### src/rtl/fpm_pkg.sv
// Shared types and constants for the frame pacer / fps meter.
// No dependencies; compile first.
package fpm_pkg;

  localparam int TIME_BITS = 32;
  localparam int CNT_BITS  = 32;
  localparam int FPS_BITS  = 16;
  localparam int TGT_BITS  = 10;
  localparam int WIN_BITS  = 16;
  localparam int CFG_BITS  = 16;
  localparam int PROD_BITS = CNT_BITS + TGT_BITS;

  localparam logic [TGT_BITS-1:0] MS_PER_S    = 10'd1000;
  localparam logic [TGT_BITS-1:0] DEFAULT_FPS = 10'd60;
  localparam logic [1:0]          TOL_MS      = 2'd3;
  localparam logic [WIN_BITS-1:0] WINDOW_RST  = 16'd500;

  typedef logic [1:0]           cfg_idx_t;
  typedef logic [TIME_BITS-1:0] time_t;
  typedef logic [CNT_BITS-1:0]  cnt_t;
  typedef logic [FPS_BITS-1:0]  fps_t;

  localparam cfg_idx_t CFG_TARGET_FPS = 2'd0;
  localparam cfg_idx_t CFG_WINDOW_MS  = 2'd1;

  localparam logic KIND_QUERY = 1'b0;
  localparam logic KIND_FRAME = 1'b1;

endpackage

### src/rtl/fpm_in_if.sv
// Input event channel: valid/ready plus kind and timestamp.
// Depends on fpm_pkg.
interface fpm_in_if;
  import fpm_pkg::*;

  logic  valid;
  logic  ready;
  logic  kind;
  time_t now_ms;

  modport source (output valid, output kind, output now_ms, input ready);
  modport sink   (input valid, input kind, input now_ms, output ready);
endinterface

### src/rtl/fpm_out_if.sv
// Result channel: valid/ready plus capture flag and fps report.
// Depends on fpm_pkg.
interface fpm_out_if;
  import fpm_pkg::*;

  logic valid;
  logic ready;
  logic capture;
  logic fps_valid;
  fps_t actual_fps;
  fps_t stamped_fps;

  modport source (output valid, output capture, output fps_valid, output actual_fps,
                  output stamped_fps, input ready);
  modport sink   (input valid, input capture, input fps_valid, input actual_fps,
                  input stamped_fps, output ready);
endinterface

### src/rtl/frame_pacer_fps_meter.sv
// Frame pacer with fps meter, top level.
// Depends on fpm_pkg, fpm_in_if, fpm_out_if.
//
// Takes one timestamped event word at a time and returns exactly one result word per
// event. A capture query (kind 0) runs the fixed-timestep accumulator and answers with
// capture; a frame event (kind 1) counts a rendered frame and, once window_ms has
// elapsed, reports rendered and captured fps. All division goes through one shared
// 16-step restoring divider. A query other than the first ever makes one divider pass;
// a frame event that reports makes two (one per rate, a saturating rate skips its
// pass), and one that does not report makes none. in_ch.ready is high only while the
// sequencer is idle and no finished result is waiting for the output register; a
// result held in the output register does not hold off the next word.
// Configuration writes are taken at any time but must only be issued while idle.
module frame_pacer_fps_meter (
  input  logic                     clk,
  input  logic                     rst_n,
  input  logic                     cfg_we,
  input  fpm_pkg::cfg_idx_t        cfg_idx,
  input  logic [fpm_pkg::CFG_BITS-1:0] cfg_wdata,
  fpm_in_if.sink                   in_ch,
  fpm_out_if.source                out_ch
);
  import fpm_pkg::*;

  typedef enum logic [2:0] {
    S_IDLE, S_ADD, S_FCHK, S_MUL, S_DLD, S_DIV, S_ACC, S_NEXT
  } state_t;

  localparam int QWORD = FPS_BITS;

  function automatic cnt_t sat_inc(cnt_t v);
    return (&v) ? v : v + 1'b1;
  endfunction

  // config
  logic [TGT_BITS-1:0] target_r;
  logic [WIN_BITS-1:0] window_r;

  // pacer / meter state
  state_t              state_r;
  logic                out_pend_r;
  time_t               last_r;
  logic                qseen_r;
  cnt_t                acc_r;
  cnt_t                rcnt_r;
  cnt_t                ccnt_r;
  time_t               wstart_r;
  logic                wstarted_r;
  time_t               now_r;
  time_t               span_r;     // dt for queries, elapsed for frames
  logic                kind_r;
  logic                phase_r;    // 0: rendered fps, 1: captured fps

  // shared divider
  logic [PROD_BITS-1:0] prod_r;
  logic [CNT_BITS-1:0]  rem_r;
  logic [QWORD-1:0]     lo_r;
  logic [QWORD-1:0]     quo_r;
  logic [CNT_BITS-1:0]  div_r;
  logic [3:0]           iter_r;

  // result being built, and the output register
  logic res_cap_r, res_fv_r;
  fps_t res_act_r, res_stp_r;
  logic out_cap_r, out_fv_r;
  fps_t out_act_r, out_stp_r;
  logic out_valid_r;

  logic                 in_acc;
  logic                 out_free;
  time_t                span_q, span_f;
  logic [CNT_BITS:0]    rem_sh, rem_sub;
  logic                 div_ge;
  logic [CNT_BITS-1:0]  rem_new;
  logic [CNT_BITS:0]    acc_sum;
  cnt_t                 acc_sat;
  logic [QWORD-1:0]     intv;
  logic [QWORD+1:0]     intv3;
  logic                 hit, over;
  cnt_t                 mul_op;
  logic [PROD_BITS-1:0] mul_res;
  logic                 fps_sat;

  assign in_ch.ready = (state_r == S_IDLE) && !out_pend_r;
  assign in_acc      = in_ch.valid && in_ch.ready;
  assign out_free    = !out_valid_r || out_ch.ready;

  assign out_ch.valid       = out_valid_r;
  assign out_ch.capture     = out_cap_r;
  assign out_ch.fps_valid   = out_fv_r;
  assign out_ch.actual_fps  = out_act_r;
  assign out_ch.stamped_fps = out_stp_r;

  always_comb begin
    span_q  = in_ch.now_ms - last_r;
    span_f  = wstarted_r ? (in_ch.now_ms - wstart_r) : '0;

    // one restoring divide step
    rem_sh  = {rem_r, lo_r[QWORD-1]};
    rem_sub = rem_sh - {1'b0, div_r};
    div_ge  = (rem_sh >= {1'b0, div_r});
    rem_new = div_ge ? rem_sub[CNT_BITS-1:0] : rem_sh[CNT_BITS-1:0];

    // saturating accumulate
    acc_sum = {1'b0, acc_r} + {1'b0, span_r};
    acc_sat = acc_sum[CNT_BITS] ? '1 : acc_sum[CNT_BITS-1:0];

    // interval sits in the quotient after the divider pass
    intv  = quo_r;
    intv3 = {1'b0, intv, 1'b0} + {2'b00, intv};
    hit   = ({1'b0, acc_r} + {{(CNT_BITS-1){1'b0}}, TOL_MS})
            >= {{(CNT_BITS+1-QWORD){1'b0}}, intv};
    over  = acc_r > {{(CNT_BITS-QWORD-2){1'b0}}, intv3};

    mul_op  = phase_r ? ccnt_r : rcnt_r;
    mul_res = {{TGT_BITS{1'b0}}, mul_op} * {{CNT_BITS{1'b0}}, MS_PER_S};
    // quotient of at least 2^16 saturates without dividing
    fps_sat = {{(CNT_BITS-(PROD_BITS-QWORD)){1'b0}}, prod_r[PROD_BITS-1:QWORD]} >= span_r;
  end

  always_ff @(posedge clk) begin
    if (!rst_n) begin
      state_r     <= S_IDLE;
      target_r    <= '0;
      window_r    <= WINDOW_RST;
      last_r      <= '0;
      qseen_r     <= 1'b0;
      acc_r       <= '0;
      rcnt_r      <= '0;
      ccnt_r      <= '0;
      wstart_r    <= '0;
      wstarted_r  <= 1'b0;
      out_valid_r <= 1'b0;
      out_pend_r  <= 1'b0;
      phase_r     <= 1'b0;
      iter_r      <= '0;
    end else begin
      if (cfg_we) begin
        case (cfg_idx)
          CFG_TARGET_FPS: target_r <= cfg_wdata[TGT_BITS-1:0];
          CFG_WINDOW_MS:  window_r <= cfg_wdata[WIN_BITS-1:0];
          default: ;
        endcase
      end

      // hand a finished result to the output register once it is free
      if (out_pend_r && out_free) begin
        out_valid_r <= 1'b1;
        out_cap_r   <= res_cap_r;
        out_fv_r    <= res_fv_r;
        out_act_r   <= res_act_r;
        out_stp_r   <= res_stp_r;
        out_pend_r  <= 1'b0;
      end else if (out_valid_r && out_ch.ready) begin
        out_valid_r <= 1'b0;
      end

      case (state_r)
        S_IDLE: begin
          if (in_acc) begin
            res_cap_r <= 1'b0;
            res_fv_r  <= 1'b0;
            res_act_r <= '0;
            res_stp_r <= '0;
            kind_r    <= in_ch.kind;
            now_r     <= in_ch.now_ms;
            phase_r   <= 1'b0;
            if (in_ch.kind == KIND_QUERY) begin
              last_r <= in_ch.now_ms;
              if (!qseen_r) begin
                // first query always captures
                qseen_r    <= 1'b1;
                ccnt_r     <= sat_inc(ccnt_r);
                res_cap_r  <= 1'b1;
                out_pend_r <= 1'b1;
              end else begin
                span_r  <= span_q;
                state_r <= S_ADD;
              end
            end else begin
              if (!wstarted_r) wstart_r <= in_ch.now_ms;
              wstarted_r <= 1'b1;
              rcnt_r     <= sat_inc(rcnt_r);
              span_r     <= span_f;
              state_r    <= S_FCHK;
            end
          end
        end
        S_ADD: begin
          acc_r   <= acc_sat;
          rem_r   <= '0;
          lo_r    <= QWORD'(MS_PER_S);
          div_r   <= CNT_BITS'((target_r != '0) ? target_r : DEFAULT_FPS);
          iter_r  <= '0;
          state_r <= S_DIV;
        end
        S_FCHK: begin
          if (span_r >= {{(TIME_BITS-WIN_BITS){1'b0}}, window_r}) begin
            wstart_r <= now_r;
            if (span_r != '0) begin
              state_r <= S_MUL;
            end else begin
              // window closes with nothing to report
              rcnt_r     <= '0;
              ccnt_r     <= '0;
              out_pend_r <= 1'b1;
              state_r    <= S_IDLE;
            end
          end else begin
            out_pend_r <= 1'b1;
            state_r    <= S_IDLE;
          end
        end
        S_MUL: begin
          prod_r  <= mul_res;
          state_r <= S_DLD;
        end
        S_DLD: begin
          div_r <= span_r;
          if (fps_sat) begin
            quo_r   <= '1;
            state_r <= S_NEXT;
          end else begin
            rem_r   <= {{(CNT_BITS-(PROD_BITS-QWORD)){1'b0}}, prod_r[PROD_BITS-1:QWORD]};
            lo_r    <= prod_r[QWORD-1:0];
            iter_r  <= '0;
            state_r <= S_DIV;
          end
        end
        S_DIV: begin
          rem_r  <= rem_new;
          lo_r   <= {lo_r[QWORD-2:0], 1'b0};
          quo_r  <= {quo_r[QWORD-2:0], div_ge};
          iter_r <= iter_r + 1'b1;
          if (&iter_r) state_r <= (kind_r == KIND_QUERY) ? S_ACC : S_NEXT;
        end
        S_ACC: begin
          if (hit) begin
            res_cap_r <= 1'b1;
            ccnt_r    <= sat_inc(ccnt_r);
            if (over) acc_r <= '0;
            else if (acc_r >= {{(CNT_BITS-QWORD){1'b0}}, intv})
              acc_r <= acc_r - {{(CNT_BITS-QWORD){1'b0}}, intv};
            else acc_r <= '0;
          end
          out_pend_r <= 1'b1;
          state_r    <= S_IDLE;
        end
        S_NEXT: begin
          if (!phase_r) begin
            res_act_r <= quo_r;
            phase_r   <= 1'b1;
            state_r   <= S_MUL;
          end else begin
            res_stp_r  <= quo_r;
            res_fv_r   <= 1'b1;
            rcnt_r     <= '0;
            ccnt_r     <= '0;
            out_pend_r <= 1'b1;
            state_r    <= S_IDLE;
          end
        end
        default: state_r <= S_IDLE;
      endcase
    end
  end

endmodule

### src/flat_wrapper.sv
// flat-port wrapper written by rule: the top's interface ports become plain ports
module frame_pacer_fps_meter_flat import fpm_pkg::*;
  (clk, rst_n, cfg_we, cfg_idx, cfg_wdata, in_ch_valid, in_ch_kind, in_ch_now_ms, in_ch_ready, out_ch_valid, out_ch_capture, out_ch_fps_valid, out_ch_actual_fps, out_ch_stamped_fps, out_ch_ready);
  fpm_in_if in_ch_i ();
  fpm_out_if out_ch_i ();
  input  logic clk;
  input  logic rst_n;
  input  logic cfg_we;
  input  fpm_pkg::cfg_idx_t cfg_idx;
  input  logic [fpm_pkg::CFG_BITS-1:0] cfg_wdata;
  input wire logic [$bits(in_ch_i.valid)-1:0] in_ch_valid;
  input wire logic [$bits(in_ch_i.kind)-1:0] in_ch_kind;
  input wire logic [$bits(in_ch_i.now_ms)-1:0] in_ch_now_ms;
  output wire logic [$bits(in_ch_i.ready)-1:0] in_ch_ready;
  output wire logic [$bits(out_ch_i.valid)-1:0] out_ch_valid;
  output wire logic [$bits(out_ch_i.capture)-1:0] out_ch_capture;
  output wire logic [$bits(out_ch_i.fps_valid)-1:0] out_ch_fps_valid;
  output wire logic [$bits(out_ch_i.actual_fps)-1:0] out_ch_actual_fps;
  output wire logic [$bits(out_ch_i.stamped_fps)-1:0] out_ch_stamped_fps;
  input wire logic [$bits(out_ch_i.ready)-1:0] out_ch_ready;
  assign in_ch_i.valid = in_ch_valid;
  assign in_ch_i.kind = in_ch_kind;
  assign in_ch_i.now_ms = in_ch_now_ms;
  assign in_ch_ready = in_ch_i.ready;
  assign out_ch_valid = out_ch_i.valid;
  assign out_ch_capture = out_ch_i.capture;
  assign out_ch_fps_valid = out_ch_i.fps_valid;
  assign out_ch_actual_fps = out_ch_i.actual_fps;
  assign out_ch_stamped_fps = out_ch_i.stamped_fps;
  assign out_ch_i.ready = out_ch_ready;
  frame_pacer_fps_meter u_core (.clk(clk), .rst_n(rst_n), .cfg_we(cfg_we), .cfg_idx(cfg_idx), .cfg_wdata(cfg_wdata), .in_ch(in_ch_i), .out_ch(out_ch_i));
endmodule
### config.mk
export PLATFORM = sky130hd
export DESIGN_NAME = frame_pacer_fps_meter_flat
export DESIGN_NICKNAME = d
export VERILOG_FILES = /design/src/rtl/fpm_pkg.sv /design/src/rtl/fpm_in_if.sv /design/src/rtl/fpm_out_if.sv /design/src/rtl/frame_pacer_fps_meter.sv /design/src/flat_wrapper.sv
export SDC_FILE = /design/constraint.sdc
export NUM_CORES = 2
export LEC_CHECK = 0
export BUFFER_PORTS_ARGS = -buffer_cell sky130_fd_sc_hd__clkbuf_2
export CORE_MARGIN = 1
export CORE_UTILIZATION = 27
export CTS_BUF_LIST = sky130_fd_sc_hd__clkbuf_8
export DETAILED_ROUTE_END_ITERATION = 8
export HOLD_SLACK_MARGIN = 0.05
export PLACE_DENSITY_LB_ADDON = 0.25
export SETUP_SLACK_MARGIN = 0.4
export SYNTH_ARGS = -nofsm -noshare
export SYNTH_HDL_FRONTEND = slang
export SYNTH_SLANG_ARGS = --single-unit
### constraint.sdc
create_clock -name clk -period 8.1 [get_ports clk]
set_input_delay 1.62 -clock clk [delete_from_list [all_inputs] [get_ports clk]]
set_output_delay 1.62 -clock clk [all_outputs]
set_load 0.005 [all_outputs]
; ---- Yosys cells after proc, flatten, opt, wreduce, memory -nomap -nowiden
; Index checks and enable logic that the tools add are counted.
[word_totals]
latchBits = 0
ram_bits = 0
n_memories = 0
output_inout_bits = 36
register_bits = 466
word_cells = 189
mem_bits_ro = 0
[classes]
n_div = 0
reduce_logical = 46
n_eq_ne = 23
n_bitwise = 1
n_addsub = 10
magnitude_cmp = 6
mux = 72
n_shift = 0
n_mul = 1
[ops]
columns = op, n
row1 = $mux W32, 25
row2 = $pmux W32 S2, 3
row3 = $pmux W32 S3, 2
row4 = $pmux W32 S4, 1
row5 = $pmux W16 S2, 3
row6 = $sub A32 B32 Y32, 3
row7 = $mux W16, 5
row8 = $add A32 B1 Y32 const B, 2
row9 = $ge A32 B16 Y1, 2
row10 = $reduce_and A32 Y1, 2
row11 = $pmux W16 S3, 1
row12 = $mul A32 B7 Y39 const B, 1
row13 = $add A32 B2 Y33 const B, 1
row14 = $add A32 B32 Y33, 1
row15 = $ge A33 B16 Y1, 1
row16 = $ge A33 B32 Y1, 1
row17 = $ge A26 B32 Y1, 1
row18 = $gt A32 B18 Y1, 1
row19 = $reduce_bool A32 Y1, 1
row20 = $sub A32 B16 Y32, 1
row21 = $pmux W3 S8, 1
row22 = $reduce_and A4 Y1, 5
row23 = $add A17 B16 Y18, 1
row24 = $reduce_and A3 Y1, 6
row25 = 30 further kinds, 88

; ---- Depth between registers and ports, before layout
[depth]
word_depth = 8
depth_mapped = 25

; ---- Worst setup path before layout
; No wires, ideal clock.
[synth_timing]
path_type = input-to-reg
from = in rst_n
to = reg u_core.prod_r[10] (enable)
path_buffers = 2
required_time_ps = 7568
arrival_ps = 5753
path_stages = 4
setup_slack_ps = 1814
path_cell_list = inv_1 > clkbuf_1 > clkbuf_1 > nor4_1
[synth_between]
elab_chain_cells = 1
[synth_lines]
columns = item, line
row1 = "start, declared", flat_wrapper.sv:7  ; input logic rst_n;
row2 = $reduce_and A2 Y1 (no source line), n/a
row3 = "end signal, assigned", frame_pacer_fps_meter.sv:215  ; prod_r <= mul_res;
row4 = "end, declared", frame_pacer_fps_meter.sv:55  ; logic [PROD_BITS-1:0] prod_r;
; Every way passes these cells.
; A chain may end at the register's enable or synchronous reset.

; ---- Final worst setup path
[layout_timing]
from = reg u_core.phase_r
to = reg u_core.prod_r[40] (data pin)
[layout_between]
elab_chain_cells = 2
[layout_lines]
columns = item, line
row1 = "start, declared", frame_pacer_fps_meter.sv:52  ; logic phase_r;
row2 = "start signal, assigned", frame_pacer_fps_meter.sv:135  ; phase_r <= 1'b0;
row3 = "start signal, assigned", frame_pacer_fps_meter.sv:167  ; phase_r <= 1'b0;
row4 = "start signal, assigned", frame_pacer_fps_meter.sv:252  ; phase_r <= 1'b1;
row5 = $mux W32, frame_pacer_fps_meter.sv:115  ; mul_op = phase_r ? ccnt_r : rcnt_r;
row6 = $mul A32 B7 Y39, frame_pacer_fps_meter.sv:116  ; mul_res = {{TGT_BITS{1'b0}}, mul_op} * {{CNT_BITS{1'b0}}, MS_PER_S};
row7 = via u_core.mul_res[40], frame_pacer_fps_meter.sv:81  ; logic [PROD_BITS-1:0] mul_res;
; The timed path passes the listed nets, and every way through them passes these cells.

==> results.json <==
{
  "status": "completed",
  "io_buffer_count": 91,
  "hold_path.startpoint": "u_core.res_stp_r[8]",
  "path_class": "register to register",
  "antenna_left": 0,
  "r2r_end": "u_core.prod_r[40]",
  "worst-endpoint-required_ps": 8580,
  "fp.dieH_um": 353.6,
  "grt_overflow": 0,
  "dr.pass1.iters": 6,
  "cts_resized": 0,
  "grt-busiest-layer": "met2",
  "routedWlPerCell_um": 17.27,
  "syn_inst": 3611,
  "arrival_ps": 6910,
  "routabilityCongestion": 0.8624,
  "ys_async_sr_fraction_pct": 0,
  "grtUsageMet2_pct": 23.41,
  "fin_crit_ps": 6431,
  "grt_usage_pct": 14.87,
  "timing.fmax_ghz": 0.1555,
  "cts_tree": "yes",
  "setup_slack_ps": 1669,
  "fin_setup_tns_ps": 0,
  "p_int_mw": 5.973,
  "synthesis.area_um2": 33380,
  "timing.rr.start": "u_core.phase_r",
  "hold_buffers": 0,
  "slew_viol_final": 0,
  "finalPower_mw": 10.05,
  "synth_area_per_cell_um2": 9.245,
  "vdd_drop_max_mv": 0.1252,
  "yosysTopAreaCell": "edfxtp_1",
  "syn2layout_area_growth_pct": 12.88,
  "swShare_pct": 40.54,
  "gr-usage-met1_pct": 21.17,
  "gr-usage-met3_pct": 1.784,
  "p_sw_mw": 4.072,
  "ys_seq_area_share_pct": 35.71,
  "post-cts-setup-buffers": 0,
  "path_cells": "buf_4 -> mux2i_1 -> inv_1 -> ha_1 -> inv_1 -> fa_1 -> fa_1 -> fa_1 -> inv_1 -> ha_1 -> nand4_1 -> or2_2 -> a211oi_1 -> a21oi_1 -> o21ai_0 -> a221o_1 -> a21oi_1 -> a211oi_1 -> nor2_1 -> xnor2_1",
  "rsz0062_at_grt": "false",
  "first_global_vias": 25590,
  "clkPwrFrac_pct": 24.7,
  "vias_per_cell": 4.793,
  "ys_seq_elements": 463,
  "finalHoldViolations": 0,
  "vias": 25990,
  "holdPathStages": 0,
  "synth_area_leaders": "edfxtp_1 24%, ha_1 12%, dfxtp_1 12%",
  "insertion_delay_ps": 750,
  "clkSinkCount": 463,
  "path_buf_inv": 4,
  "power.leakage_nw": 15.52,
  "drtIter0Drc": 1573,
  "place_area_um2": 35810,
  "slowest_stage": "dfxtp_2",
  "wirelength_mm": 93.62,
  "tightest_slew_ps": 1074,
  "yosys_warnings": 0,
  "crit_family": "adder cells",
  "powerDensity_nw_per_um2": 266.6,
  "skew_ps": 58.47,
  "start_util_pct": 27.32,
  "synthTopCellsByCount": "401 x inv_1, 367 x nand2_1, 322 x ha_1",
  "r2r_slack_ps": 1670,
  "synth.most_common_cell": "inv_1",
  "crit_path_end_kind": "register",
  "nets": 4224,
  "synth_cell_types": 83,
  "cts.htree.levels": 3,
  "clk_pin_slew_ps": 70,
  "p_comb_share_pct": 41.9,
  "pin_count": 92,
  "worst_path_largest_cell_delay_ps": 660,
  "critPathMaxFanout": 20,
  "final_util_pct": 30.84,
  "core_um2": 122200,
  "start_kind": "register",
  "grt_pass1_wl_mm": 147.6,
  "numCtsBuffers": 89,
  "setup_viol_count_final": 0,
  "drv_cap": 0,
  "pwr-share-seq_pct": 33.4,
  "rows": 128,
  "grt_max_degree": 65,
  "ys.flop_type": "edfxtp_1",
  "design_area_um2": 37680,
  "place_ws_ps": 1566,
  "hp-class": "register to register",
  "die_x_um": 353.6,
  "drc": 0,
  "clockBufferDepth": 3,
  "post-route-period-util_pct": 79.40,
  "whs_endpoint": "u_core.out_ch.stamped_fps[8]",
  "drive_gt1_share_pct": 8.351,
  "rr_worst_depth": 20,
  "clock-root-buffer": "clkbuf_8",
  "synth-edff-count": 265,
  "antenna_found_initial": 6,
  "synth_fp_nets": 4113,
  "yosys.area.top_type_share_pct": 23.84,
  "relSlewSlack_pct": 27.65,
  "dpl.hpwl_mm": 71.30,
  "die_area_um2": 125100
}
per-layer routing:
metal,share of wire [%],vias up,wire (µm)
met1,50,12410,46780
li1,-,13010,-
met4,2.1,2,2001
met5,0.014,-,13
met2,44,446,41150
met3,3.9,124,3672
metrics by stage:
step / hold WS (ps) / std cells
after floorplan: 400.3 / 3611
after global placement: 404.2 / 5256
after detailed placement: 405.2 / 5256
after CTS: 411.7 / 5421
after global routing: 422.6 / 5422
final: 407.9 / 5422
registers in the layout, indices dropped and copies added (netlist names), 32 cells and up:
signal and count:
u_core.ccnt_r 32, u_core.acc_r 32, u_core.wstart_r 32, u_core.rcnt_r 32, u_core.rem_r 32, u_core.prod_r 39
u_core.span_r 32, u_core.now_r 32, u_core.last_r 32, u_core.div_r 32
kinds of logic (layout without fill, tap and decap cells):
| logic type | after synthesis | count (layout) | synth area share, % |
|---|---|---|---|
| other | 0 | 1 | 0 |
| xor gates and xnor gates | 221 | 221 | 5.798 |
| buffers and inverters | 510 | 695 | 5.809 |
| and+or+nand+nor | 1031 | 1031 | 14.31 |
| AOI/OAI and AO/OA | 872 | 872 | 16.81 |
| muxes | 68 | 68 | 2.061 |
| DFF | 463 | 463 | 35.71 |
| adders and majority gates | 446 | 446 | 19.50 |
worst reg2reg max path, stage by stage (launching register included):
cell,delay (ps)
dfxtp_2,660
buf_4,400
mux2i_1,480
inv_1,230
ha_1,330
inv_1,40
fa_1,460
fa_1,520
fa_1,530
inv_1,50
ha_1,310
nand4_1,150
or2_2,350
a211oi_1,340
a21oi_1,170
o21ai_0,340
a221o_1,260
a21oi_1,120
a211oi_1,250
nor2_1,80
xnor2_1,130
final cells by class:
cell class	instances	area, µm²
sequential	463	11920
antenna	1	2.502
clock inverter	67	523.0
multi-input combinational	2638	19610
inverter	402	1511
tap	1625	2033
timing repair buffer	128	733.2
fill	12740	84510
clock buffer	98	1349
how the worst max path moves through the flow:
| stage | slack [ps] | start | cells past startpoint | endpoint |
|---|---|---|---|---|
| 6_report | 1670 | u_core.phase_r | 20 | u_core.prod_r[40] |
| 5_1_grt | 1140 | u_core.phase_r | 19 | u_core.prod_r[40] |
| 4_1_cts | 1580 | u_core.phase_r | 20 | u_core.prod_r[40] |
| 3_5_place_dp | 1570 | u_core.phase_r | 20 | u_core.prod_r[40] |
| 3_3_place_gp | 1750 | u_core.phase_r | 20 | u_core.prod_r[40] |
| 2_1_floorplan | 1810 | rst_n | 4 | u_core.prod_r[10] |
placed cells by master (no fill, tap or decap), types with 20 or more instances in the layout:
cell and n:
nor4_1 25, fa_1 124, a21o_1 95, o22ai_1 36, nor3_1 51, nand4_1 38, dfxtp_1 197, ha_1 322
nand3_1 80, o21bai_1 23, nand2_1 367, o211ai_1 21, clkbuf_8 98, buf_4 37, o21ai_0 173, a21oi_1 253
nor2_1 271, a311oi_1 46, or3_1 20, xnor2_1 132, nor2b_1 25, nand2b_1 34, edfxtp_1 265, o21a_1 37
mux2i_1 62, xor2_1 89, and3_1 40, clkbuf_2 91, a211oi_1 21, inv_1 425, a31oi_1 24
power groups by stage:
stage,sequential (mW),clock (mW),combinational (mW)
2_1_floorplan,3.24,0,3.17
3_3_place_gp,3.40,0,4.18
3_5_place_dp,3.41,0,4.19
4_1_cts,3.36,2.58,4.22
5_1_grt,3.40,2.66,4.72
6_report,3.36,2.48,4.21
Power figures use the tool's default switching activity.
